==> src/rtl/axis_reduction_engine_defines.svh <==
// Assertion helpers shared by the reduction engine RTL.
`ifndef AXIS_REDUCTION_ENGINE_DEFINES_SVH
`define AXIS_REDUCTION_ENGINE_DEFINES_SVH

// Condition must never hold outside reset.
`define ARE_ASSERT_NEVER(label, clk, rst_n, cond, msg) \
  label: assert property (@(posedge clk) disable iff (!rst_n) !(cond)) \
    else $error(msg);

// Antecedent implies consequent in the same cycle.
`define ARE_ASSERT_IMP(label, clk, rst_n, ante, cons, msg) \
  label: assert property (@(posedge clk) disable iff (!rst_n) (ante) |-> (cons)) \
    else $error(msg);

// Antecedent implies consequent in the next cycle.
`define ARE_ASSERT_NEXT(label, clk, rst_n, ante, cons, msg) \
  label: assert property (@(posedge clk) disable iff (!rst_n) (ante) |=> (cons)) \
    else $error(msg);

`endif

==> src/rtl/are_pkg.sv <==
`timescale 1ns / 1ps
`default_nettype none

package are_pkg;

  localparam int DATA_WIDTH_DEF = 32;
  localparam int INNER_MAX_DEF  = 1024;
  localparam int AXIS_MAX_DEF   = 65536;

  localparam int ELEM_W     = 32;
  localparam int POS_W      = 10;
  localparam int OP_W       = 3;
  localparam int ALEN_W     = 17;
  localparam int ILEN_W     = 11;
  localparam int CFG_IDX_W  = 2;
  localparam int CFG_DATA_W = 17;

  localparam logic [OP_W-1:0] OP_MAX    = 3'd0;
  localparam logic [OP_W-1:0] OP_MIN    = 3'd1;
  localparam logic [OP_W-1:0] OP_ARGMAX = 3'd2;
  localparam logic [OP_W-1:0] OP_ARGMIN = 3'd3;
  localparam logic [OP_W-1:0] OP_SUM    = 3'd4;
  localparam logic [OP_W-1:0] OP_MEAN   = 3'd5;

  localparam logic [CFG_IDX_W-1:0] REG_OP    = 2'd0;
  localparam logic [CFG_IDX_W-1:0] REG_AXIS  = 2'd1;
  localparam logic [CFG_IDX_W-1:0] REG_INNER = 2'd2;

  typedef struct packed {
    logic [OP_W-1:0]   op;
    logic [ALEN_W-1:0] alen;
  } cfg_t;

  typedef struct packed {
    logic idle;
    logic res_valid;
  } div_stat_t;

  function automatic int acc_bits(int dw);
    return (dw + 16 > 64) ? 64 : dw + 16;
  endfunction

  function automatic int idx_bits(int n);
    return (n > 1) ? $clog2(n) : 1;
  endfunction

  // Keep the low dw bits of a value, then the low 32 of those.
  function automatic logic [ELEM_W-1:0] out_word(logic [63:0] v, int dw);
    logic [63:0] m;
    logic [63:0] t;
    m = (dw >= 64) ? {64{1'b1}} : ((64'd1 << dw) - 64'd1);
    t = v & m;
    return t[ELEM_W-1:0];
  endfunction

endpackage

`default_nettype wire

==> src/rtl/are_seq.sv <==
`timescale 1ns / 1ps
`default_nettype none

module are_seq #(
  parameter int INNER_MAX = are_pkg::INNER_MAX_DEF,
  parameter int AXIS_MAX  = are_pkg::AXIS_MAX_DEF
) (
  input  logic                               clk,
  input  logic                               rst_n,
  input  logic                               cfg_we,
  input  logic [are_pkg::CFG_IDX_W-1:0]      cfg_index,
  input  logic [are_pkg::CFG_DATA_W-1:0]     cfg_wdata,
  input  logic                               accept,
  output are_pkg::cfg_t                      cfg,
  output logic [are_pkg::idx_bits(INNER_MAX)-1:0] slot,
  output logic [are_pkg::idx_bits(AXIS_MAX)-1:0]  axis,
  output logic                               first,
  output logic                               last
);

  localparam int IW = are_pkg::idx_bits(INNER_MAX);
  localparam int AW = are_pkg::idx_bits(AXIS_MAX);

  logic [are_pkg::OP_W-1:0]   op_r, op_nxt;
  logic [are_pkg::ALEN_W-1:0] alen_r, alen_nxt;
  logic [are_pkg::ILEN_W-1:0] ilen_r, ilen_nxt;
  logic [IW-1:0]              inner_r, inner_nxt;
  logic [AW-1:0]              axis_r, axis_nxt;

  logic [are_pkg::ALEN_W-1:0] alen_in, alen_eff;
  logic [are_pkg::ILEN_W-1:0] ilen_in, ilen_eff;
  logic                       reg_hit;
  logic                       inner_wrap;

  assign alen_in = cfg_wdata[are_pkg::ALEN_W-1:0];
  assign ilen_in = cfg_wdata[are_pkg::ILEN_W-1:0];

  // Clamp lengths at write time: zero acts as one, oversize acts as the maximum.
  always_comb begin
    if (alen_in == '0) begin
      alen_eff = are_pkg::ALEN_W'(1);
    end else if (32'(alen_in) > 32'(AXIS_MAX)) begin
      alen_eff = are_pkg::ALEN_W'(AXIS_MAX);
    end else begin
      alen_eff = alen_in;
    end
    if (ilen_in == '0) begin
      ilen_eff = are_pkg::ILEN_W'(1);
    end else if (32'(ilen_in) > 32'(INNER_MAX)) begin
      ilen_eff = are_pkg::ILEN_W'(INNER_MAX);
    end else begin
      ilen_eff = ilen_in;
    end
  end

  assign last       = (32'(axis_r) + 32'd1 == 32'(alen_r));
  assign inner_wrap = (32'(inner_r) + 32'd1 == 32'(ilen_r));

  always_comb begin
    op_nxt    = op_r;
    alen_nxt  = alen_r;
    ilen_nxt  = ilen_r;
    inner_nxt = inner_r;
    axis_nxt  = axis_r;
    reg_hit   = 1'b0;
    if (cfg_we) begin
      case (cfg_index)
        are_pkg::REG_OP: begin
          op_nxt  = cfg_wdata[are_pkg::OP_W-1:0];
          reg_hit = 1'b1;
        end
        are_pkg::REG_AXIS: begin
          alen_nxt = alen_eff;
          reg_hit  = 1'b1;
        end
        are_pkg::REG_INNER: begin
          ilen_nxt = ilen_eff;
          reg_hit  = 1'b1;
        end
        default: reg_hit = 1'b0;
      endcase
    end
    if (reg_hit) begin
      // restart the tensor
      inner_nxt = '0;
      axis_nxt  = '0;
    end else if (accept) begin
      if (inner_wrap) begin
        inner_nxt = '0;
        axis_nxt  = last ? '0 : axis_r + AW'(1);
      end else begin
        inner_nxt = inner_r + IW'(1);
      end
    end
  end

  always_ff @(posedge clk) begin
    if (!rst_n) begin
      op_r    <= are_pkg::OP_MAX;
      alen_r  <= are_pkg::ALEN_W'(1);
      ilen_r  <= are_pkg::ILEN_W'(1);
      inner_r <= '0;
      axis_r  <= '0;
    end else begin
      op_r    <= op_nxt;
      alen_r  <= alen_nxt;
      ilen_r  <= ilen_nxt;
      inner_r <= inner_nxt;
      axis_r  <= axis_nxt;
    end
  end

  assign cfg.op   = op_r;
  assign cfg.alen = alen_r;
  assign slot     = inner_r;
  assign axis     = axis_r;
  assign first    = (axis_r == '0);

endmodule

`default_nettype wire

==> config.mk <==
export PLATFORM = sky130hd
export DESIGN_NAME = are_seq
export DESIGN_NICKNAME = d
export VERILOG_FILES = /design/src/rtl/axis_reduction_engine_defines.svh /design/src/rtl/are_pkg.sv /design/src/rtl/are_seq.sv
export SDC_FILE = /design/constraint.sdc
export NUM_CORES = 1
export LEC_CHECK = 0
export BUFFER_PORTS_ARGS = -buffer_cell sky130_fd_sc_hd__clkbuf_2
export CAP_MARGIN = 15
export CORE_MARGIN = 2
export CORE_UTILIZATION = 45
export CTS_CLUSTER_DIAMETER = 30
export CTS_CLUSTER_SIZE = 30
export DETAILED_ROUTE_END_ITERATION = 8
export PLACE_DENSITY = 0.68
export SKIP_CTS_REPAIR_TIMING = 1
export SYNTH_ARGS = -nofsm -noshare
export SYNTH_HDL_FRONTEND = slang
export SYNTH_SLANG_ARGS = --single-unit
==> constraint.sdc <==
create_clock -name clk -period 3 [get_ports clk]
set_input_delay 0.15 -clock clk [delete_from_list [all_inputs] [get_ports clk]]
set_output_delay 0.15 -clock clk [all_outputs]
set_load 0.02 [all_outputs]
==> metrics.cfg, run 1 <==
[logic_synthesis]
syn_area_per_cell_um2 = 7.87
synth_async_sr_flop_share_pct = 0
ys_ff_latch = 57
synth_most_common_cell = dfxtp_1
synth_common_cells = 57 x dfxtp_1, 41 x nand2_1, 31 x nor2b_1
syn_area_um2 = 3640
synth_top_area_share_pct = 31.3
syn_nets = 489
yosys.area.top_type = dfxtp_1
yosysWarningCount = 0
synth-main-ff-cell = dfxtp_1
synth_edf_count = 0
syn-instance-count = 463
ys_types = 54
synth.yosys.seq_area_share_pct = 31.3
synth_area_leaders = dfxtp_1 31%, nor2b_1 5.3%, xnor2_1 5.3%

[setup_path]
path_class = reg2out
crit_path_max_fanout = 29
cpPeakStageDelay_ns = 0.53
path_buf_inv = 3
crit_chain = inv_1 > ha_1 > xor2_1 > nor4_2 > o211ai_1 > or4_4 > buf_8 > nor2_1 > clkbuf_2
reg2reg_depth = 8
r2r-end = axis[3]
r2r_start = slot[1]
required_ns = 2.85
crit_path_start_kind = flop
arrival_ns = 2.72
cpLargestDelayFamily = simple AND/OR/NAND/NOR gates
end_kind = output pin
cp_slowest_cell = or4_4
reg2reg_slack_ns = 0.27

[route]
drt_wl_total_um = 10600
via_per_inst = 5.90
first_pass_iters = 5
routedWlPerCell_um = 16.5
via_count = 3789
drcViolationCount = 0
ant_nets = 0
drtIter0Drc = 178

[job]
maxCapViolCount = 0

[layout]
fillers = 748
area_growth_pct = 21.0
antenna_cells = 0
seq_area_um2 = 1150
final_nets = 561
multi_input_area_um2 = 2310
layout-drive-gt1-share_pct = 24.1

[die]
fp.dieH_um = 94.0
fp.coreArea_um2 = 7770
fp-row-count = 32
io_pins = 71
die_area_um2 = 8840
die_w_um = 94.0
initial_core_util_pct = 46.9

[clock_tree]
clk_latency_ns = 0.34
numClockSinks = 57
ctsRootBufferMaster = clkbuf_8
htree_levels = 3
numCtsBuffers = 9
cts_max_path_buffers = 2
cts.clk_slew.worst_paths_ns = 0.07
cts_tree = built

[timing]
skew_ns = 0.0115
tightest_slew_ns = 0.695
timing_hold_violations_final = 0
fin_crit_sh_pct = 95.5
slew_headroom_pct = 53.5
slew_violations = 0
fin_tns_setup_ns = 0
period_minus_slack_ns = 2.87
rsz0062_at_grt = false
clock.fmax_mhz = 349
finalWorstSetupSlack_ns = 0.135
finalSetupViolations = 0

[global_routing]
grt_pass1_vias = 3387
grt_pass1_wl_um = 17000
grt_overflow = 0
grt_max_degree = 34
grt.total_usage_pct = 24.4
antenna_found_initial = 0

[pwr]
peakVddDrop_uv = 279
power.density_nw_per_um2 = 420
static-leakage-power_nw = 1.63

[hold_path]
min_path_cells = 3
min_to = alen_r[13]
hold_path.class = in2reg
hp-start = cfg_wdata[13]

[outcome]
status = complete, no violations

[place]
io_buffers = 70
dp_hpwl_um = 7700
pre_cts_slack_ns = 0.112
gp_congestion = 0.916

## where the power goes
part / internal (mW) / switching [mW]
clock: 0.451 / 0.318
sequential: 0.769 / 0.0157
combinational: 0.110 / 0.188
## sequential cells by signal, summed over array words and instances (netlist names)
register  flops
slot         10
op_r          3
ilen_r       11
alen_r       17
axis         16
## routing by layer
metal | global-route usage (%) | part of all wire (%) | vias up
met3 | 4.01 | 5.4 | 21
li1 | - | - | 1836
met1 | 32.9 | 45 | 1798
met2 | 39.3 | 48 | 134
met4 | 8.70 | 1.7 | 0
met5 | 0 | 0 | -
## per-stage QoR
stage,hold slack [ns],util (%),std cells,power [mW],area [µm²]
floorplan,0.278,-,463,1.00,3640
global placement,0.436,53.4,626,1.07,4140
detailed placement,0.436,53.4,626,1.08,4140
CTS,0.0863,56.0,642,1.83,4350
global route,0.104,56.8,642,1.92,4410
finish,0.0878,56.8,642,1.85,4410
## how the worst max path moves through the flow
stage | slack, ns | cells past startpoint | startpoint | end
2_1_floorplan | 0.04 | 10 | slot[0] | axis[0]
6_report | 0.13 | 9 | axis[0] | last
3_3_place_gp | 0.19 | 8 | slot[1] | axis[1]
4_1_cts | -0.07 | 9 | axis[1] | last
3_5_place_dp | 0.11 | 8 | slot[1] | axis[14]
5_1_grt | 0.005 | 9 | axis[0] | last
## worst register-to-register path, delay by kind of cell, from the launching register on
family / cells / cell delay [ns]
flip-flops: 1 / 0.40
AND/OR/NAND/NOR: 4 / 1.10
AO/OA/AOI/OAI: 3 / 0.87
adder cells (fa/ha/maj): 1 / 0.24
## cell families after synthesis
| logic type | after synthesis | synth area share [%] |
|---|---|---|
| buffers and inverters | 49 | 6.59 |
| muxes | 7 | 1.96 |
| and+or+nand+nor | 197 | 29.8 |
| DFF | 57 | 31.3 |
| xor gates and xnor gates | 32 | 7.69 |
| adders and majority gates | 3 | 1.03 |
| AOI/OAI and AO/OA | 118 | 21.6 |
## cells in the final DEF (no fill, tap or decap), types with 7 or more instances in the layout
master,instances
a21oi_1,18
a22oi_1,15
a31oi_1,21
buf_4,27
clkbuf_2,70
clkbuf_8,12
dfxtp_1,54
inv_1,11
nand2_1,41
nand3_1,22
nand3b_1,7
nor2_1,30
nor2b_1,31
nor3_1,11
nor3b_1,10
nor4_1,7
o211ai_1,21
o21ai_0,15
xnor2_1,22
xor2_1,10
## final cells by class
type,count,area share (%)
repair buffers,98,12.9
flip-flops and latches,57,26.1
multi-input cells,357,52.4
clock buffers,14,3.91
well taps,102,2.89
clock inverters,2,0.794
inverters,12,1.02
Note: power is estimated with default switching activity, not from simulation.
==> run 2, diff against run 1 <==
--- a/config.mk
+++ b/config.mk
@@ -12,7 +12,7 @@
 export CTS_CLUSTER_DIAMETER = 30
 export CTS_CLUSTER_SIZE = 30
 export DETAILED_ROUTE_END_ITERATION = 8
-export PLACE_DENSITY = 0.68
+export PLACE_DENSITY = 0.65
 export SKIP_CTS_REPAIR_TIMING = 1
 export SYNTH_ARGS = -nofsm -noshare
 export SYNTH_HDL_FRONTEND = slang
==> constraint.sdc (replaced) <==
create_clock -name clk -period 3.6 [get_ports clk]
set_input_delay 0.18 -clock clk [delete_from_list [all_inputs] [get_ports clk]]
set_output_delay 0.18 -clock clk [all_outputs]
set_load 0.02 [all_outputs]
==> run 2 against run 1 <==
  * Routed wire length decreased by 6.0%
  * Combinational power decreased by 23%
  * Cell area decreased by 4.2%
  * Clock-buffer cell count decreased by 5
  * Sequential cell count unchanged
==> metrics.cfg, run 2 (same netlist as run 1, synthesis figures left out) <==
[layout]
fillers = 791
largest_reg_flops = 17
antenna_cells = 0
final_nets = 541
top_register = alen_r
layout-drive-gt1-share_pct = 20.0
instances_no_fill = 622
area_growth_pct = 15.9
final_common_cell = clkbuf_2
stdcell_area_um2 = 4220
final_util_pct = 54.4
mostFrequentLayoutCells = 70 x clkbuf_2, 57 x dfxtp_1, 41 x nand2_1

[timing]
skew_ns = 0.0158
tightest_slew_ns = 1.01
timing_hold_violations_final = 0
slew_violations = 0
rsz0062_at_grt = false
period_minus_slack_ns = 3.38
fin_crit_sh_pct = 93.9
fin_tns_setup_ns = 0
slew_headroom_pct = 32.9
finalSetupViolations = 0
clock.fmax_mhz = 296

[die]
io_pins = 71
die_w_um = 94.0
fp-row-count = 32
initial_core_util_pct = 46.9
fp.dieH_um = 94.0
die_area_um2 = 8840
fp.coreArea_um2 = 7770

[route]
ant_nets = 0
drcViolationCount = 0
drtIter0Drc = 165
routedWlPerCell_um = 16.0
drt_wl_total_um = 9960
via_per_inst = 5.93
first_pass_iters = 5
via_count = 3686

[place]
place_area_um2 = 3990
dp_hpwl_um = 7200
dp_cells = 606
io_buffers = 70
gp_congestion = 0.908

[setup_path]
crit_path_start_kind = flop
reg2reg_depth = 8
arrival_ns = 3.20
crit_path_max_fanout = 15
required_ns = 3.42
end_kind = output pin
path_class = reg2out

[clock_tree]
ctsRootBufferMaster = clkbuf_8
numCtsBuffers = 9
htree_levels = 3
numClockSinks = 57
cts_max_path_buffers = 2
clk_latency_ns = 0.33
cts_tree = built
cts.clk_slew.worst_paths_ns = 0.07

[global_routing]
grt_overflow = 0
grt_pass1_vias = 3421
grt_max_degree = 34
antenna_found_initial = 0
grt_pass1_wl_um = 16800
grt.total_usage_pct = 23.7

[pwr]
peakVddDrop_uv = 276
static-leakage-power_nw = 1.52
power.density_nw_per_um2 = 366

[job]
maxCapViolCount = 0

[hold_path]
hold_path.class = in2reg
min_path_cells = 3

[outcome]
status = complete, no violations

## run 2: cell count changes in the layout (fill, tap and decap cells not counted), sizes merged
cell	delta
bufinv	+1
clkinv	+3
buf	-20
clkbuf	-5
clkinvlp	+1
## run 2: layer usage
layer  vias up  track usage, %  wire length, µm
met5         -               0                0
met4         0            6.04              102
met3        11            5.86              649
met2       121            36.5             4420
met1      1752            33.2             4790
li1       1802               -                -
## run 2: worst max-delay path, stage by stage, from the launching register on
cell       delay (ns)
dfxtp_1          0.53
ha_1             0.35
nand3_2          0.24
nor4_2           0.35
buf_4            0.18
a21o_1           0.10
o2111ai_1        0.14
or4_1            0.47
buf_4            0.22
nor2_1           0.12
clkbuf_2         0.17
## run 2: power by group
part	total (mW)	switching, mW	internal (mW)
Sequential	0.655	0.0141	0.641
Clock	0.662	0.273	0.389
Combinational	0.230	0.150	0.0806
Total	1.55	0.437	1.11
## run 2: final cells by class
cell class | count | area, µm² | area share, %
multi-input cells | 357 | 2280 | 54.0
flip-flops and latches | 57 | 1140 | 27.0
repair buffers | 78 | 410 | 9.72
well taps | 102 | 128 | 3.02
clock buffers | 9 | 124 | 2.93
clock inverters | 7 | 95.1 | 2.25
inverters | 12 | 45.0 | 1.07
## run 2: worst paths after layout
check,from,endpoint,slack [ns]
worst max register to register,slot[0],axis[15],0.41
worst min register to register,ilen_r[0],ilen_r[0],0.51
worst max-delay path,axis[0],last,0.22
worst min-delay path,cfg_wdata[14],alen_r[14],0.13
## run 2: stage by stage
stage | power [mW] | hold WS (ns) | setup slack, ns
2_1_floorplan | 0.837 | 0.308 | 0.633
3_3_place_gp | 0.895 | 0.461 | 0.489
3_5_place_dp | 0.897 | 0.467 | 0.428
4_1_cts | 1.55 | 0.124 | 0.0530
5_1_grt | 1.61 | 0.139 | 0.0478
6_report | 1.55 | 0.129 | 0.220
