$ cat src/rtl/axis_reduction_engine_defines.svh
// Assertion helpers shared by the reduction engine RTL.
`ifndef AXIS_REDUCTION_ENGINE_DEFINES_SVH
`define AXIS_REDUCTION_ENGINE_DEFINES_SVH

// Condition must never hold outside reset.
`define ARE_ASSERT_NEVER(label, clk, rst_n, cond, msg) \
  label: assert property (@(posedge clk) disable iff (!rst_n) !(cond)) \
    else $error(msg);

// Antecedent implies consequent in the same cycle.
`define ARE_ASSERT_IMP(label, clk, rst_n, ante, cons, msg) \
  label: assert property (@(posedge clk) disable iff (!rst_n) (ante) |-> (cons)) \
    else $error(msg);

// Antecedent implies consequent in the next cycle.
`define ARE_ASSERT_NEXT(label, clk, rst_n, ante, cons, msg) \
  label: assert property (@(posedge clk) disable iff (!rst_n) (ante) |=> (cons)) \
    else $error(msg);

`endif

$ cat src/rtl/are_pkg.sv
`timescale 1ns / 1ps
`default_nettype none

package are_pkg;

  localparam int DATA_WIDTH_DEF = 32;
  localparam int INNER_MAX_DEF  = 1024;
  localparam int AXIS_MAX_DEF   = 65536;

  localparam int ELEM_W     = 32;
  localparam int POS_W      = 10;
  localparam int OP_W       = 3;
  localparam int ALEN_W     = 17;
  localparam int ILEN_W     = 11;
  localparam int CFG_IDX_W  = 2;
  localparam int CFG_DATA_W = 17;

  localparam logic [OP_W-1:0] OP_MAX    = 3'd0;
  localparam logic [OP_W-1:0] OP_MIN    = 3'd1;
  localparam logic [OP_W-1:0] OP_ARGMAX = 3'd2;
  localparam logic [OP_W-1:0] OP_ARGMIN = 3'd3;
  localparam logic [OP_W-1:0] OP_SUM    = 3'd4;
  localparam logic [OP_W-1:0] OP_MEAN   = 3'd5;

  localparam logic [CFG_IDX_W-1:0] REG_OP    = 2'd0;
  localparam logic [CFG_IDX_W-1:0] REG_AXIS  = 2'd1;
  localparam logic [CFG_IDX_W-1:0] REG_INNER = 2'd2;

  typedef struct packed {
    logic [OP_W-1:0]   op;
    logic [ALEN_W-1:0] alen;
  } cfg_t;

  typedef struct packed {
    logic idle;
    logic res_valid;
  } div_stat_t;

  function automatic int acc_bits(int dw);
    return (dw + 16 > 64) ? 64 : dw + 16;
  endfunction

  function automatic int idx_bits(int n);
    return (n > 1) ? $clog2(n) : 1;
  endfunction

  // Keep the low dw bits of a value, then the low 32 of those.
  function automatic logic [ELEM_W-1:0] out_word(logic [63:0] v, int dw);
    logic [63:0] m;
    logic [63:0] t;
    m = (dw >= 64) ? {64{1'b1}} : ((64'd1 << dw) - 64'd1);
    t = v & m;
    return t[ELEM_W-1:0];
  endfunction

endpackage

`default_nettype wire

$ cat src/rtl/are_div.sv
`timescale 1ns / 1ps
`default_nettype none

module are_div #(
  parameter int DATA_WIDTH = are_pkg::DATA_WIDTH_DEF
) (
  input  logic                                            clk,
  input  logic                                            rst_n,
  input  logic                                            start,
  input  logic signed [are_pkg::acc_bits(DATA_WIDTH)-1:0] dividend,
  input  logic [are_pkg::ALEN_W-1:0]                      divisor,
  input  logic [are_pkg::POS_W-1:0]                       tag_in,
  input  logic                                            res_ready,
  output are_pkg::div_stat_t                              stat,
  output logic signed [are_pkg::acc_bits(DATA_WIDTH)-1:0] quot,
  output logic [are_pkg::POS_W-1:0]                       tag_out
);

  localparam int ACC_W = are_pkg::acc_bits(DATA_WIDTH);
  localparam int CW    = $clog2(ACC_W);
  localparam int DW    = are_pkg::ALEN_W;

  typedef enum logic [2:0] {
    DIV_IDLE = 3'b001,
    DIV_RUN  = 3'b010,
    DIV_DONE = 3'b100
  } div_state_t;

  div_state_t          state_r, state_nxt;
  logic [CW-1:0]       cnt_r, cnt_nxt;
  logic [ACC_W-1:0]    quo_r, quo_nxt;
  logic [DW-1:0]       rem_r, rem_nxt;
  logic [DW-1:0]       dvs_r, dvs_nxt;
  logic                neg_r, neg_nxt;
  logic [are_pkg::POS_W-1:0] tag_r, tag_nxt;

  logic [DW:0]         shifted;
  logic [DW:0]         diff;
  logic                ge;

  // Restoring division, one quotient bit per cycle on the magnitude.
  assign shifted = {rem_r, quo_r[ACC_W-1]};
  assign diff    = shifted - {1'b0, dvs_r};
  assign ge      = (shifted >= {1'b0, dvs_r});

  always_comb begin
    state_nxt = state_r;
    cnt_nxt   = cnt_r;
    quo_nxt   = quo_r;
    rem_nxt   = rem_r;
    dvs_nxt   = dvs_r;
    neg_nxt   = neg_r;
    tag_nxt   = tag_r;
    case (state_r)
      DIV_IDLE: begin
        if (start) begin
          neg_nxt   = dividend[ACC_W-1];
          quo_nxt   = dividend[ACC_W-1] ? ACC_W'(-dividend) : ACC_W'(dividend);
          rem_nxt   = '0;
          dvs_nxt   = divisor;
          tag_nxt   = tag_in;
          cnt_nxt   = '0;
          state_nxt = DIV_RUN;
        end
      end
      DIV_RUN: begin
        quo_nxt = {quo_r[ACC_W-2:0], ge};
        rem_nxt = ge ? diff[DW-1:0] : shifted[DW-1:0];
        cnt_nxt = cnt_r + CW'(1);
        if (cnt_r == CW'(ACC_W - 1)) begin
          state_nxt = DIV_DONE;
        end
      end
      DIV_DONE: begin
        if (res_ready) begin
          state_nxt = DIV_IDLE;
        end
      end
      default: state_nxt = DIV_IDLE;
    endcase
  end

  always_ff @(posedge clk) begin
    if (!rst_n) begin
      state_r <= DIV_IDLE;
    end else begin
      state_r <= state_nxt;
    end
  end

  always_ff @(posedge clk) begin
    cnt_r <= cnt_nxt;
    quo_r <= quo_nxt;
    rem_r <= rem_nxt;
    dvs_r <= dvs_nxt;
    neg_r <= neg_nxt;
    tag_r <= tag_nxt;
  end

  // Truncation toward zero: negate the magnitude quotient for a negative sum.
  assign quot           = neg_r ? -$signed(quo_r) : $signed(quo_r);
  assign tag_out        = tag_r;
  assign stat.idle      = (state_r == DIV_IDLE);
  assign stat.res_valid = (state_r == DIV_DONE);

endmodule

`default_nettype wire

$ cat config.mk
export PLATFORM = sky130hd
export DESIGN_NAME = are_div
export DESIGN_NICKNAME = d
export VERILOG_FILES = /design/src/rtl/axis_reduction_engine_defines.svh /design/src/rtl/are_pkg.sv /design/src/rtl/are_div.sv
export SDC_FILE = /design/constraint.sdc
export NUM_CORES = 1
export LEC_CHECK = 0
export BUFFER_PORTS_ARGS = -buffer_cell sky130_fd_sc_hd__buf_4
export CORE_ASPECT_RATIO = 0.9
export CORE_MARGIN = 5
export CORE_UTILIZATION = 50
export CTS_BUF_LIST = sky130_fd_sc_hd__clkbuf_16
export DETAILED_ROUTE_END_ITERATION = 10
export PLACE_DENSITY_LB_ADDON = 0.05
export RECOVER_POWER = 25
export SLEW_MARGIN = 0
export SYNTH_ARGS = -nofsm -noshare
export SYNTH_HDL_FRONTEND = slang
export SYNTH_SLANG_ARGS = --single-unit
export TNS_END_PERCENT = 1
$ cat constraint.sdc
create_clock -name clk -period 7.9 [get_ports clk]
set_clock_uncertainty 0.05 [all_clocks]
set_input_delay 1.58 -clock clk [delete_from_list [all_inputs] [get_ports clk]]
set_output_delay 1.58 -clock clk [all_outputs]
set_load 0.03 [all_outputs]
==> flow_summary.html, run 1 <==
<table>
<tr><th>Metric</th><th>Value</th></tr>
<tr><th colspan="2">Run status</th></tr>
<tr><td>Result of the run</td><td>finished, violations left</td></tr>
<tr><td>Violated checks</td><td>capacitance limit, slew limit</td></tr>
<tr><th colspan="2">Global routing</th></tr>
<tr><td>Antenna violations before repair</td><td>0</td></tr>
<tr><td>Gr ovfl total</td><td>0</td></tr>
<tr><td>Number of global-route vias before repair</td><td>5523</td></tr>
<tr><td>Pin count of the biggest net entering global routing</td><td>98</td></tr>
<tr><td>Wire length of the first global-routing pass</td><td>between 20000 and 30000 µm</td></tr>
<tr><td>Overall global routing resource usage</td><td>between 20% and 30%</td></tr>
<tr><th colspan="2">Critical path</th></tr>
<tr><td>Startpoint kind of the worst setup timing path</td><td>flop</td></tr>
<tr><td>Worst endpoint data arrival time</td><td>~3.5 ns</td></tr>
<tr><td>Maximum net fanout on the critical path</td><td>7</td></tr>
<tr><td>Top Family by Delay on Critical Path</td><td>simple AND/OR/NAND/NOR gates</td></tr>
<tr><td>Reg-to-reg setup timing slack</td><td>between 3 and 4 ns</td></tr>
<tr><td>Category of the most critical setup path</td><td>flop to output port</td></tr>
<tr><td>Nature of the critical path endpoint</td><td>output port</td></tr>
<tr><td>Max incr delay on CP</td><td>roughly 0.75 ns</td></tr>
<tr><td>Critical-path top delay cell</td><td>nor4_1</td></tr>
<tr><td>Bufs and invs on worst path</td><td>1</td></tr>
<tr><td>Cells along the critical path</td><td>nor4_1, nand2b_1, or4_4, or3_1, o41ai_2, xnor2_1, buf_4</td></tr>
<tr><td>Required time reported for the critical path endpoint</td><td>between 6 and 7 ns</td></tr>
<tr><th colspan="2">Layout</th></tr>
<tr><td>Final Core Density</td><td>62.0%</td></tr>
<tr><td>Fill count</td><td>between 1000 and 1500</td></tr>
<tr><td>Share of post-route cells with drive strength above 1</td><td>around a fifth</td></tr>
<tr><td>Area Overhead vs Synth</td><td>20.4%</td></tr>
<tr><td>Layout Nets</td><td>930</td></tr>
<tr><td>Final antenna diode count</td><td>0</td></tr>
<tr><th colspan="2">Floorplan</th></tr>
<tr><td>Die outline width</td><td>around 130 µm</td></tr>
<tr><td>Starting utilization of the core area</td><td>roughly half</td></tr>
<tr><td>Top-level port count</td><td>around 140</td></tr>
<tr><td>Height of the die</td><td>between 100 and 150 µm</td></tr>
<tr><td>Area inside the core boundary</td><td>between 10000 and 15000 µm²</td></tr>
<tr><td>Die area</td><td>roughly 16000 µm²</td></tr>
<tr><td>Row Count</td><td>40</td></tr>
<tr><th colspan="2">Clock tree</th></tr>
<tr><td>Clock tree from TritonCTS</td><td>built</td></tr>
<tr><td>Maximum count of clock buffers along a single path</td><td>2</td></tr>
<tr><td>Post-CTS Repair Setup Buffers</td><td>0</td></tr>
<tr><td>Quantity of gates resized following cts</td><td>0</td></tr>
<tr><td>Count of H-tree levels built during CTS</td><td>3</td></tr>
<tr><td>Clk Tree Root Cell</td><td>clkbuf_16</td></tr>
<tr><td>CTS clk-pin slew, worst paths</td><td>~0.08 ns</td></tr>
<tr><td># hold bufs at CTS</td><td>0</td></tr>
<tr><td>Number of buffers added by the clock tree synthesis step</td><td>9</td></tr>
<tr><td>Clock latency reported for the late side of the worst-skew pair</td><td>between 0.3 and 0.4 ns</td></tr>
<tr><td>Clock sink count</td><td>102</td></tr>
<tr><th colspan="2">Timing</th></tr>
<tr><td>Number of failing setup endpoints in the final timing report</td><td>0</td></tr>
<tr><td>Unrepaired setup endpoints after global routing</td><td>no</td></tr>
<tr><td>Max transition margin</td><td>-164%</td></tr>
<tr><td>Setup TNS Final</td><td>0 ns</td></tr>
<tr><td>Max Slew Vio Count</td><td>~220</td></tr>
<tr><td>Minimum clock period after layout</td><td>between 5 and 6 ns</td></tr>
<tr><td>Final Hold Vio Count</td><td>0</td></tr>
<tr><td>Highest Clock Rate</td><td>195 MHz</td></tr>
<tr><td>Period utilisation layout</td><td>64.8%</td></tr>
<tr><td>Least-Margin Pin Slew</td><td>roughly 4 ns</td></tr>
<tr><th colspan="2">Yosys</th></tr>
<tr><td>Dominant cell type by area after synthesis</td><td>edfxtp_1</td></tr>
<tr><td>Top post-synthesis cells by area</td><td>edfxtp_1 43%, xnor2_1 7.3%, o21ai_0 6.1%</td></tr>
<tr><td>Synthesized instance count</td><td>~700</td></tr>
<tr><td>Number of distinct library cells after synthesis</td><td>62</td></tr>
<tr><td>Synthesis-stage register bit count</td><td>between 100 and 150</td></tr>
<tr><td>Avg Inst Size Synth</td><td>between 9 and 10 µm²</td></tr>
<tr><td>Mapped Area</td><td>around 6900 µm²</td></tr>
<tr><td>Warnings from Yosys</td><td>0</td></tr>
<tr><td>Most used standard cells in the synthesized netlist</td><td>99 x edfxtp_1, 84 x o21ai_0, 83 x nand2_1, 58 x xnor2_1, 46 x xor2_1</td></tr>
<tr><td>Number of enable flip-flop cells after synthesis</td><td>99</td></tr>
<tr><td>Proportion of netlist area held by the largest area contributor</td><td>between 40% and 50%</td></tr>
<tr><td>Most frequent cell after synthesis</td><td>edfxtp_1</td></tr>
<tr><td>Most instantiated flip-flop cell in the synthesis netlist</td><td>edfxtp_1</td></tr>
<tr><td>Number of nets in the synthesized netlist</td><td>between 800 and 900</td></tr>
<tr><td>Async set or reset register ratio after synthesis</td><td>0%</td></tr>
<tr><td>Register area share after synthesis</td><td>43.7%</td></tr>
<tr><th colspan="2">Route</th></tr>
<tr><td>Total wirelength of the detailed-routed design</td><td>about 17000 µm</td></tr>
<tr><td>Violation count after the first detailed-routing iteration</td><td>about 550</td></tr>
<tr><td>First drt pass iteration count</td><td>7</td></tr>
<tr><td>Via-to-Cell Ratio</td><td>5.75</td></tr>
<tr><td>Total number of vias</td><td>roughly 5800</td></tr>
<tr><td>Antenna-violating nets left</td><td>0</td></tr>
<tr><td>Routed wire length per instance</td><td>about 17 µm</td></tr>
<tr><td>DRC Markers</td><td>0</td></tr>
<tr><th colspan="2">Power and ir drop</th></tr>
<tr><td>Proportion of total power due to net switching</td><td>34.3%</td></tr>
<tr><td>Power Internal</td><td>roughly 1.1 mW</td></tr>
<tr><td>Pleak</td><td>around 3.1 nW</td></tr>
<tr><td>Flop pwr share</td><td>between 40 and 50%</td></tr>
<tr><td>Relative contribution of combinational cells to total power</td><td>~30%</td></tr>
<tr><td>Pwr dens</td><td>approximately 200 nW/µm²</td></tr>
<tr><td>Clk pwr share</td><td>roughly 28%</td></tr>
<tr><td>Worst vdd rail ir drop</td><td>0.000135 V</td></tr>
<tr><td>Psw</td><td>~0.56 mW</td></tr>
<tr><th colspan="2">Placed design</th></tr>
<tr><td>Number of buffer cells added on primary ports</td><td>about 140</td></tr>
<tr><td>Routability congestion estimate</td><td>around 0.88</td></tr>
<tr><td>Detailed placer's ending HPWL</td><td>12400 µm</td></tr>
<tr><th colspan="2">Hold path</th></tr>
<tr><td>Classification of the worst-slack hold path</td><td>flop to flop</td></tr>
<tr><th colspan="2">Job</th></tr>
<tr><td>Max cap viols</td><td>3</td></tr>
</table>
sequential cells by signal, indices dropped and copies added (netlist names):
signal / flops
cnt_r: 6
dvs_r: 17
neg_r: 1
quo_r: 48
state_r: 3
rem_r: 17
tag_out: 10
cell type report:
| type | count | area [µm²] | area share, % |
|---|---|---|---|
| multi-input combinational | 542 | 3650 | 43.8 |
| sequential | 102 | 3030 | 36.3 |
| timing repair buffer | 142 | 1010 | 12.1 |
| clock buffer | 9 | 225 | 2.70 |
| tap | 168 | 210 | 2.52 |
| inverter | 33 | 124 | 1.48 |
| clock inverter | 7 | 92.6 | 1.11 |
worst reg2reg max path, cell delays in order, from the launching register on:
cell      delay (ns)
dfxtp_1         0.38
or3b_1          0.81
nand2_2         0.21
clkbuf_1        2.79
final timing paths:
kind	to	depth (start not counted)	from
max	quot[36]	7	quo_r[10]
min	state_r[2]	1	state_r[0]
max reg2reg	quo_r[34]	3	state_r[1]
min reg2reg	state_r[2]	1	state_r[0]
logic make-up after synthesis:
group | Yosys count | synth area share (%)
muxes | 8 | 1.17
adders and majority gates | 21 | 3.90
xor gates and xnor gates | 104 | 13.1
and+or+nand+nor | 221 | 16.8
buffers and inverters | 64 | 3.70
DFF | 102 | 43.7
AOI/OAI and AO/OA | 188 | 17.6
routing by layer:
layer	part of all wire, %	vias to the layer above	GRT usage, %
met5	0	-	0
met4	1.1	0	4.77
met3	6.9	17	5.08
met2	45	181	32.3
met1	47	2718	29.1
li1	-	2854	-
stage by stage:
stage	total power [mW]	hold WS, ns	std cells	setup WS, ns	instance area, µm²
2_1_floorplan	1.03	0.487	708	3.38	6940
3_5_place_dp	1.20	0.525	987	3.18	8090
3_3_place_gp	1.19	0.515	987	3.26	8090
6_report	1.65	0.536	1003	2.78	8350
5_1_grt	1.73	0.575	1003	2.54	8350
4_1_cts	1.66	0.548	1003	2.78	8410
layout by cell type (no fill, tap or decap), drive strengths merged, types with 7 or more instances in the layout:
cell / Yosys / final
a21oi: 19 / 19
buf: 7 / 100
clkbuf: 24 / 51
edfxtp: 99 / 99
ha: 20 / 20
inv: 33 / 34
mux2i: 7 / 7
nand2: 83 / 83
nand2b: 10 / 10
nand3: 17 / 17
nor2: 29 / 29
nor3: 12 / 12
nor4: 8 / 8
o21ai: 91 / 91
o31ai: 25 / 25
o41ai: 18 / 18
or3: 13 / 13
or4: 13 / 13
xnor2: 58 / 58
xor2: 46 / 46
power groups by stage:
stage	sequential (mW)	clock, mW	combinational (mW)
CTS	0.703	0.470	0.487
detailed placement	0.714	0	0.485
floorplan	0.712	0	0.313
finish	0.707	0.460	0.480
global route	0.715	0.493	0.522
global placement	0.711	0	0.479
Note: power is estimated with default switching activity, not from simulation.
==> inputs of run 2 (changes only) <==
--- a/config.mk
+++ b/config.mk
@@ -5,6 +5,7 @@
 export SDC_FILE = /design/constraint.sdc
 export NUM_CORES = 1
 export LEC_CHECK = 0
+export ABC_AREA = 1
 export BUFFER_PORTS_ARGS = -buffer_cell sky130_fd_sc_hd__buf_4
 export CORE_ASPECT_RATIO = 0.9
 export CORE_MARGIN = 5
==> constraint.sdc (replaced) <==
create_clock -name clk -period 4.5 [get_ports clk]
set_clock_uncertainty 0.05 [all_clocks]
set_input_delay 0.9 -clock clk [delete_from_list [all_inputs] [get_ports clk]]
set_output_delay 0.9 -clock clk [all_outputs]
set_load 0.03 [all_outputs]
==> flow_summary.html, run 2 <==
<table>
<tr><th>Metric</th><th>Value</th></tr>
<tr><th colspan="2">Run status</th></tr>
<tr><td>Result of the run</td><td>finished clean</td></tr>
<tr><th colspan="2">Floorplan</th></tr>
<tr><td>Height of the die</td><td>132 µm (+8.8%)</td></tr>
<tr><td>Top-level port count</td><td>139 (unchanged)</td></tr>
<tr><td>Starting utilization of the core area</td><td>51.3% (-0.26 points)</td></tr>
<tr><td>Area inside the core boundary</td><td>16200 µm² (+21%)</td></tr>
<tr><td>Row Count</td><td>44 (+10%)</td></tr>
<tr><td>Die outline width</td><td>146 µm (+8.8%)</td></tr>
<tr><td>Die area</td><td>19300 µm² (+18%)</td></tr>
<tr><th colspan="2">Timing</th></tr>
<tr><td>Number of failing setup endpoints in the final timing report</td><td>0 (unchanged)</td></tr>
<tr><td>Worst hold margin</td><td>0.527 ns (-0.00852 ns)</td></tr>
<tr><td>Final worst setup slack</td><td>1.12 ns (-1.65 ns)</td></tr>
<tr><td>Period utilisation layout</td><td>between 70% and 80%</td></tr>
<tr><td>Setup TNS Final</td><td>0 ns (unchanged)</td></tr>
<tr><td>Final Hold Vio Count</td><td>0 (unchanged)</td></tr>
<tr><td>Highest Clock Rate</td><td>296 MHz</td></tr>
<tr><td>Minimum clock period after layout</td><td>between 3 and 4 ns</td></tr>
<tr><td>Least-Margin Pin Slew</td><td>0.658 ns (-3.30 ns)</td></tr>
<tr><td>Unrepaired setup endpoints after global routing</td><td>no</td></tr>
<tr><td>Max Slew Vio Count</td><td>0 (-100%)</td></tr>
<tr><td>Max transition margin</td><td>55.9% (+220 points)</td></tr>
<tr><th colspan="2">Route</th></tr>
<tr><td>Routed wire length per instance</td><td>16.2 µm (-2.7%)</td></tr>
<tr><td>Antenna-violating nets left</td><td>0 (unchanged)</td></tr>
<tr><td>Via-to-Cell Ratio</td><td>5.35 (-7.1%)</td></tr>
<tr><td>Total number of vias</td><td>8259 (+43%)</td></tr>
<tr><td>First drt pass iteration count</td><td>5 (-2)</td></tr>
<tr><td>Violation count after the first detailed-routing iteration</td><td>749 (+37%)</td></tr>
<tr><td>Total wirelength of the detailed-routed design</td><td>25100 µm (+50%)</td></tr>
<tr><td>DRC Markers</td><td>0 (unchanged)</td></tr>
<tr><th colspan="2">Critical path</th></tr>
<tr><td>Cells along the critical path</td><td>inv_1, ha_1, nand3_2, nor2_4, nand2_2, inv_2, nand3_2, nand2_4, nand2_1, xor2_1, buf_4</td></tr>
<tr><td>Nature of the critical path endpoint</td><td>output port</td></tr>
<tr><td>Critical-path top delay cell</td><td>edfxtp_1</td></tr>
<tr><td>Worst endpoint data arrival time</td><td>2.43 ns (-1.06 ns)</td></tr>
<tr><td>Required time reported for the critical path endpoint</td><td>3.55 ns (-2.72 ns)</td></tr>
<tr><td>Startpoint kind of the worst setup timing path</td><td>flop</td></tr>
<tr><td>Category of the most critical setup path</td><td>flop to output port</td></tr>
<tr><td>Max incr delay on CP</td><td>0.45 ns (-0.30 ns)</td></tr>
<tr><td>Maximum net fanout on the critical path</td><td>7 (unchanged)</td></tr>
<tr><td>Reg-to-reg setup timing slack</td><td>1.78 ns (-1.32 ns)</td></tr>
<tr><td>Library cell appearing most often on the critical path</td><td>nand3_2</td></tr>
<tr><td>Top Family by Delay on Critical Path</td><td>simple AND/OR/NAND/NOR gates</td></tr>
<tr><td>Bufs and invs on worst path</td><td>3 (+2)</td></tr>
<tr><th colspan="2">Yosys</th></tr>
<tr><td>Area share of and/or/nand/nor cells after synthesis</td><td>36.3% (+19 points)</td></tr>
<tr><td>Compound-cell area share of the yosys netlist</td><td>8.57% (-9.0 points)</td></tr>
<tr><td>Post-Synth XOR/XNOR Area</td><td>6.31% (-6.8 points)</td></tr>
<tr><td>Number of nets in the synthesized netlist</td><td>1306 (+62%)</td></tr>
<tr><td>Warnings from Yosys</td><td>0 (unchanged)</td></tr>
<tr><td>Multiplexer share of the synthesized area</td><td>0% (-1.2 points)</td></tr>
<tr><td>Most frequent cell after synthesis</td><td>nand2_1</td></tr>
<tr><td>Adder-Cell Fraction of Synth Area</td><td>3.25% (-0.65 points)</td></tr>
<tr><td>Dominant cell type by area after synthesis</td><td>edfxtp_1</td></tr>
<tr><td>Most instantiated flip-flop cell in the synthesis netlist</td><td>edfxtp_1</td></tr>
<tr><td>Number of distinct library cells after synthesis</td><td>44 (-29%)</td></tr>
<tr><td>Register area share after synthesis</td><td>36.4% (-7.3 points)</td></tr>
<tr><td>Proportion of netlist area held by the largest area contributor</td><td>35.7% (-7.2 points)</td></tr>
<tr><td>Avg Inst Size Synth</td><td>6.90 µm² (-30%)</td></tr>
<tr><td>Top post-synthesis cells by area</td><td>edfxtp_1 36%, nand2_1 15%, nor2_1 7.9%</td></tr>
<tr><td>Async set or reset register ratio after synthesis</td><td>0% (unchanged)</td></tr>
<tr><td>Number of enable flip-flop cells after synthesis</td><td>99 (unchanged)</td></tr>
<tr><td>Most used standard cells in the synthesized netlist</td><td>335 x nand2_1, 176 x nor2_1, 147 x inv_1, 113 x nand3_1, 99 x edfxtp_1</td></tr>
<tr><td>Mapped Area</td><td>8320 µm² (+20%)</td></tr>
<tr><td>Synthesized instance count</td><td>1206 (+70%)</td></tr>
<tr><td>Largest family of logic cells by synthesized area</td><td>simple AND/OR/NAND/NOR gates</td></tr>
<tr><td>Synthesis-stage register bit count</td><td>102 (unchanged)</td></tr>
<tr><th colspan="2">Clock tree</th></tr>
<tr><td>Number of buffers added by the clock tree synthesis step</td><td>9 (unchanged)</td></tr>
<tr><td>Post-CTS Repair Setup Buffers</td><td>0 (unchanged)</td></tr>
<tr><td>Clk Tree Root Cell</td><td>clkbuf_16</td></tr>
<tr><td>Quantity of gates resized following cts</td><td>0 (unchanged)</td></tr>
<tr><td>CTS clk-pin slew, worst paths</td><td>0.08 ns (about the same)</td></tr>
<tr><td># hold bufs at CTS</td><td>0 (unchanged)</td></tr>
<tr><td>Clock latency reported for the late side of the worst-skew pair</td><td>0.35 ns (-0.02 ns)</td></tr>
<tr><td>Maximum count of clock buffers along a single path</td><td>2 (unchanged)</td></tr>
<tr><td>Count of H-tree levels built during CTS</td><td>3 (unchanged)</td></tr>
<tr><td>Clock tree from TritonCTS</td><td>built</td></tr>
<tr><td>Clock sink count</td><td>102 (unchanged)</td></tr>
<tr><th colspan="2">Layout</th></tr>
<tr><td>Most frequent cells in the layout</td><td>334 x nand2_1, 175 x nor2_1, 146 x inv_1, 114 x buf_4, 113 x nand3_1</td></tr>
<tr><td>Final antenna diode count</td><td>0 (unchanged)</td></tr>
<tr><td>Area of combinational cells with multiple inputs</td><td>4530 µm² (+24%)</td></tr>
<tr><td>Sequential cell area</td><td>3030 µm² (unchanged)</td></tr>
<tr><td>Fill count</td><td>1571 (+37%)</td></tr>
<tr><td>Area Overhead vs Synth</td><td>18.0%</td></tr>
<tr><td>Registers with the most flip-flops</td><td>quo_r: 48 flops, dvs_r: 17 flops, rem_r: 17 flops</td></tr>
<tr><td>Reg with most FFs</td><td>quo_r</td></tr>
<tr><td>Leading cell type in the layout, fill and taps excluded</td><td>nand2_1</td></tr>
<tr><td>Flip-flop count of the largest register after layout</td><td>48 (unchanged)</td></tr>
<tr><td>Layout Nets</td><td>1433 (+54%)</td></tr>
<tr><td>Share of post-route cells with drive strength above 1</td><td>15.8% (-4.8 points)</td></tr>
<tr><td>Final standard cell area without fillers</td><td>9820 µm² (+18%)</td></tr>
<tr><td>Number of standard cells in the layout, taps in and fillers out</td><td>1545 (+54%)</td></tr>
<tr><th colspan="2">Placed design</th></tr>
<tr><td>Number of placed instances with taps included</td><td>1529 (+55%)</td></tr>
<tr><td>Instance area after placement</td><td>9540 µm² (+18%)</td></tr>
<tr><td>Routability congestion estimate</td><td>0.977 (+10%)</td></tr>
<tr><td>Number of buffer cells added on primary ports</td><td>138 (unchanged)</td></tr>
<tr><td>Worst slack after detailed placement</td><td>1.50 ns (-1.68 ns)</td></tr>
<tr><td>Detailed placer's ending HPWL</td><td>19900 µm (+61%)</td></tr>
<tr><th colspan="2">Power and ir drop</th></tr>
<tr><td>Psw</td><td>1.27 mW (+120%)</td></tr>
<tr><td>Clk pwr share</td><td>24.4% (-3.5 points)</td></tr>
<tr><td>Worst vdd rail ir drop</td><td>0.000259 V (+92%)</td></tr>
<tr><td>Power Internal</td><td>1.96 mW (+81%)</td></tr>
<tr><td>Pwr dens</td><td>328 nW/µm² (+66%)</td></tr>
<tr><td>Relative contribution of combinational cells to total power</td><td>36.2% (+7.0 points)</td></tr>
<tr><td>Flop pwr share</td><td>39.4% (-3.5 points)</td></tr>
<tr><td>Pleak</td><td>4.50 nW (+46%)</td></tr>
<tr><td>Proportion of total power due to net switching</td><td>39.2% (+5.0 points)</td></tr>
<tr><th colspan="2">Global routing</th></tr>
<tr><td>Wire length of the first global-routing pass</td><td>39200 µm (+44%)</td></tr>
<tr><td>Antenna violations before repair</td><td>0 (unchanged)</td></tr>
<tr><td>Gr ovfl total</td><td>0 (unchanged)</td></tr>
<tr><td>Overall global routing resource usage</td><td>25.4% (+4.7 points)</td></tr>
<tr><td>Pin count of the biggest net entering global routing</td><td>49 (-50%)</td></tr>
<tr><td>Number of global-route vias before repair</td><td>7298 (+32%)</td></tr>
<tr><th colspan="2">Job</th></tr>
<tr><td>Max cap viols</td><td>0 (-3)</td></tr>
<tr><th colspan="2">Hold path</th></tr>
<tr><td>Classification of the worst-slack hold path</td><td>flop to flop</td></tr>
</table>
## run 2: cell types whose count changed in the layout (fill, tap and decap cells not counted), sizes merged, moves of 10 or more
cell / change
nand2: +260
nand2b: -10
buf: +14
or4: -13
xnor2: -52
or3: -13
nor2: +158
o31ai: -23
o41ai: -18
inv: +135
nand3: +100
clkbuf: -12
nand4: +25
## run 2: final cells by class
cell class | count | share of cell area [%]
well taps | 207 | 2.64
multi-input cells | 910 | 46.2
flip-flops and latches | 102 | 30.9
repair buffers | 144 | 10.9
clock inverters | 7 | 0.777
clock buffers | 9 | 2.29
inverters | 166 | 6.34
## run 2: final timing paths
kind | from | end | cells after the start
worst min register to register | quo_r[7] | quo_r[8] | 2
worst max register to register | quo_r[47] | rem_r[16] | 16
worst max-delay path | quo_r[0] | quot[20] | 11
worst min-delay path | quo_r[7] | quo_r[8] | 2
## run 2: per-layer routing
layer,wire [µm],share of wire (%),track usage [%]
met3,2430,9.7,4.74
met4,173,0.69,3.87
met1,12800,51,42.2
met5,0,0,0
met2,9680,39,34.1
## run 2: kinds of logic after synthesis
family | Yosys count
compound gates | 129
simple gates | 700
flops | 102
xor+xnor | 60
fa+ha+maj | 21
buf+inv | 194
## run 2: power by group through the flow
stage / clock (mW) / sequential, mW / combinational [mW]
global route: 0.848 / 1.28 / 1.28
detailed placement: 0 / 1.29 / 1.16
global placement: 0 / 1.29 / 1.15
CTS: 0.805 / 1.27 / 1.16
finish: 0.786 / 1.27 / 1.17
floorplan: 0 / 1.28 / 0.765
## run 2: metrics by stage
step | power, mW | util (%)
after floorplan | 2.04 | -
after global placement | 2.44 | 58.7
after detailed placement | 2.44 | 58.7
after CTS | 3.23 | 60.6
after global routing | 3.41 | 60.5
final | 3.23 | 60.5
## run 2: worst min-delay path, cell delays in order, from the launching register on
cell and delay (ns):
edfxtp_1 0.36, nand2_1 0.05, o21ai_0 0.06
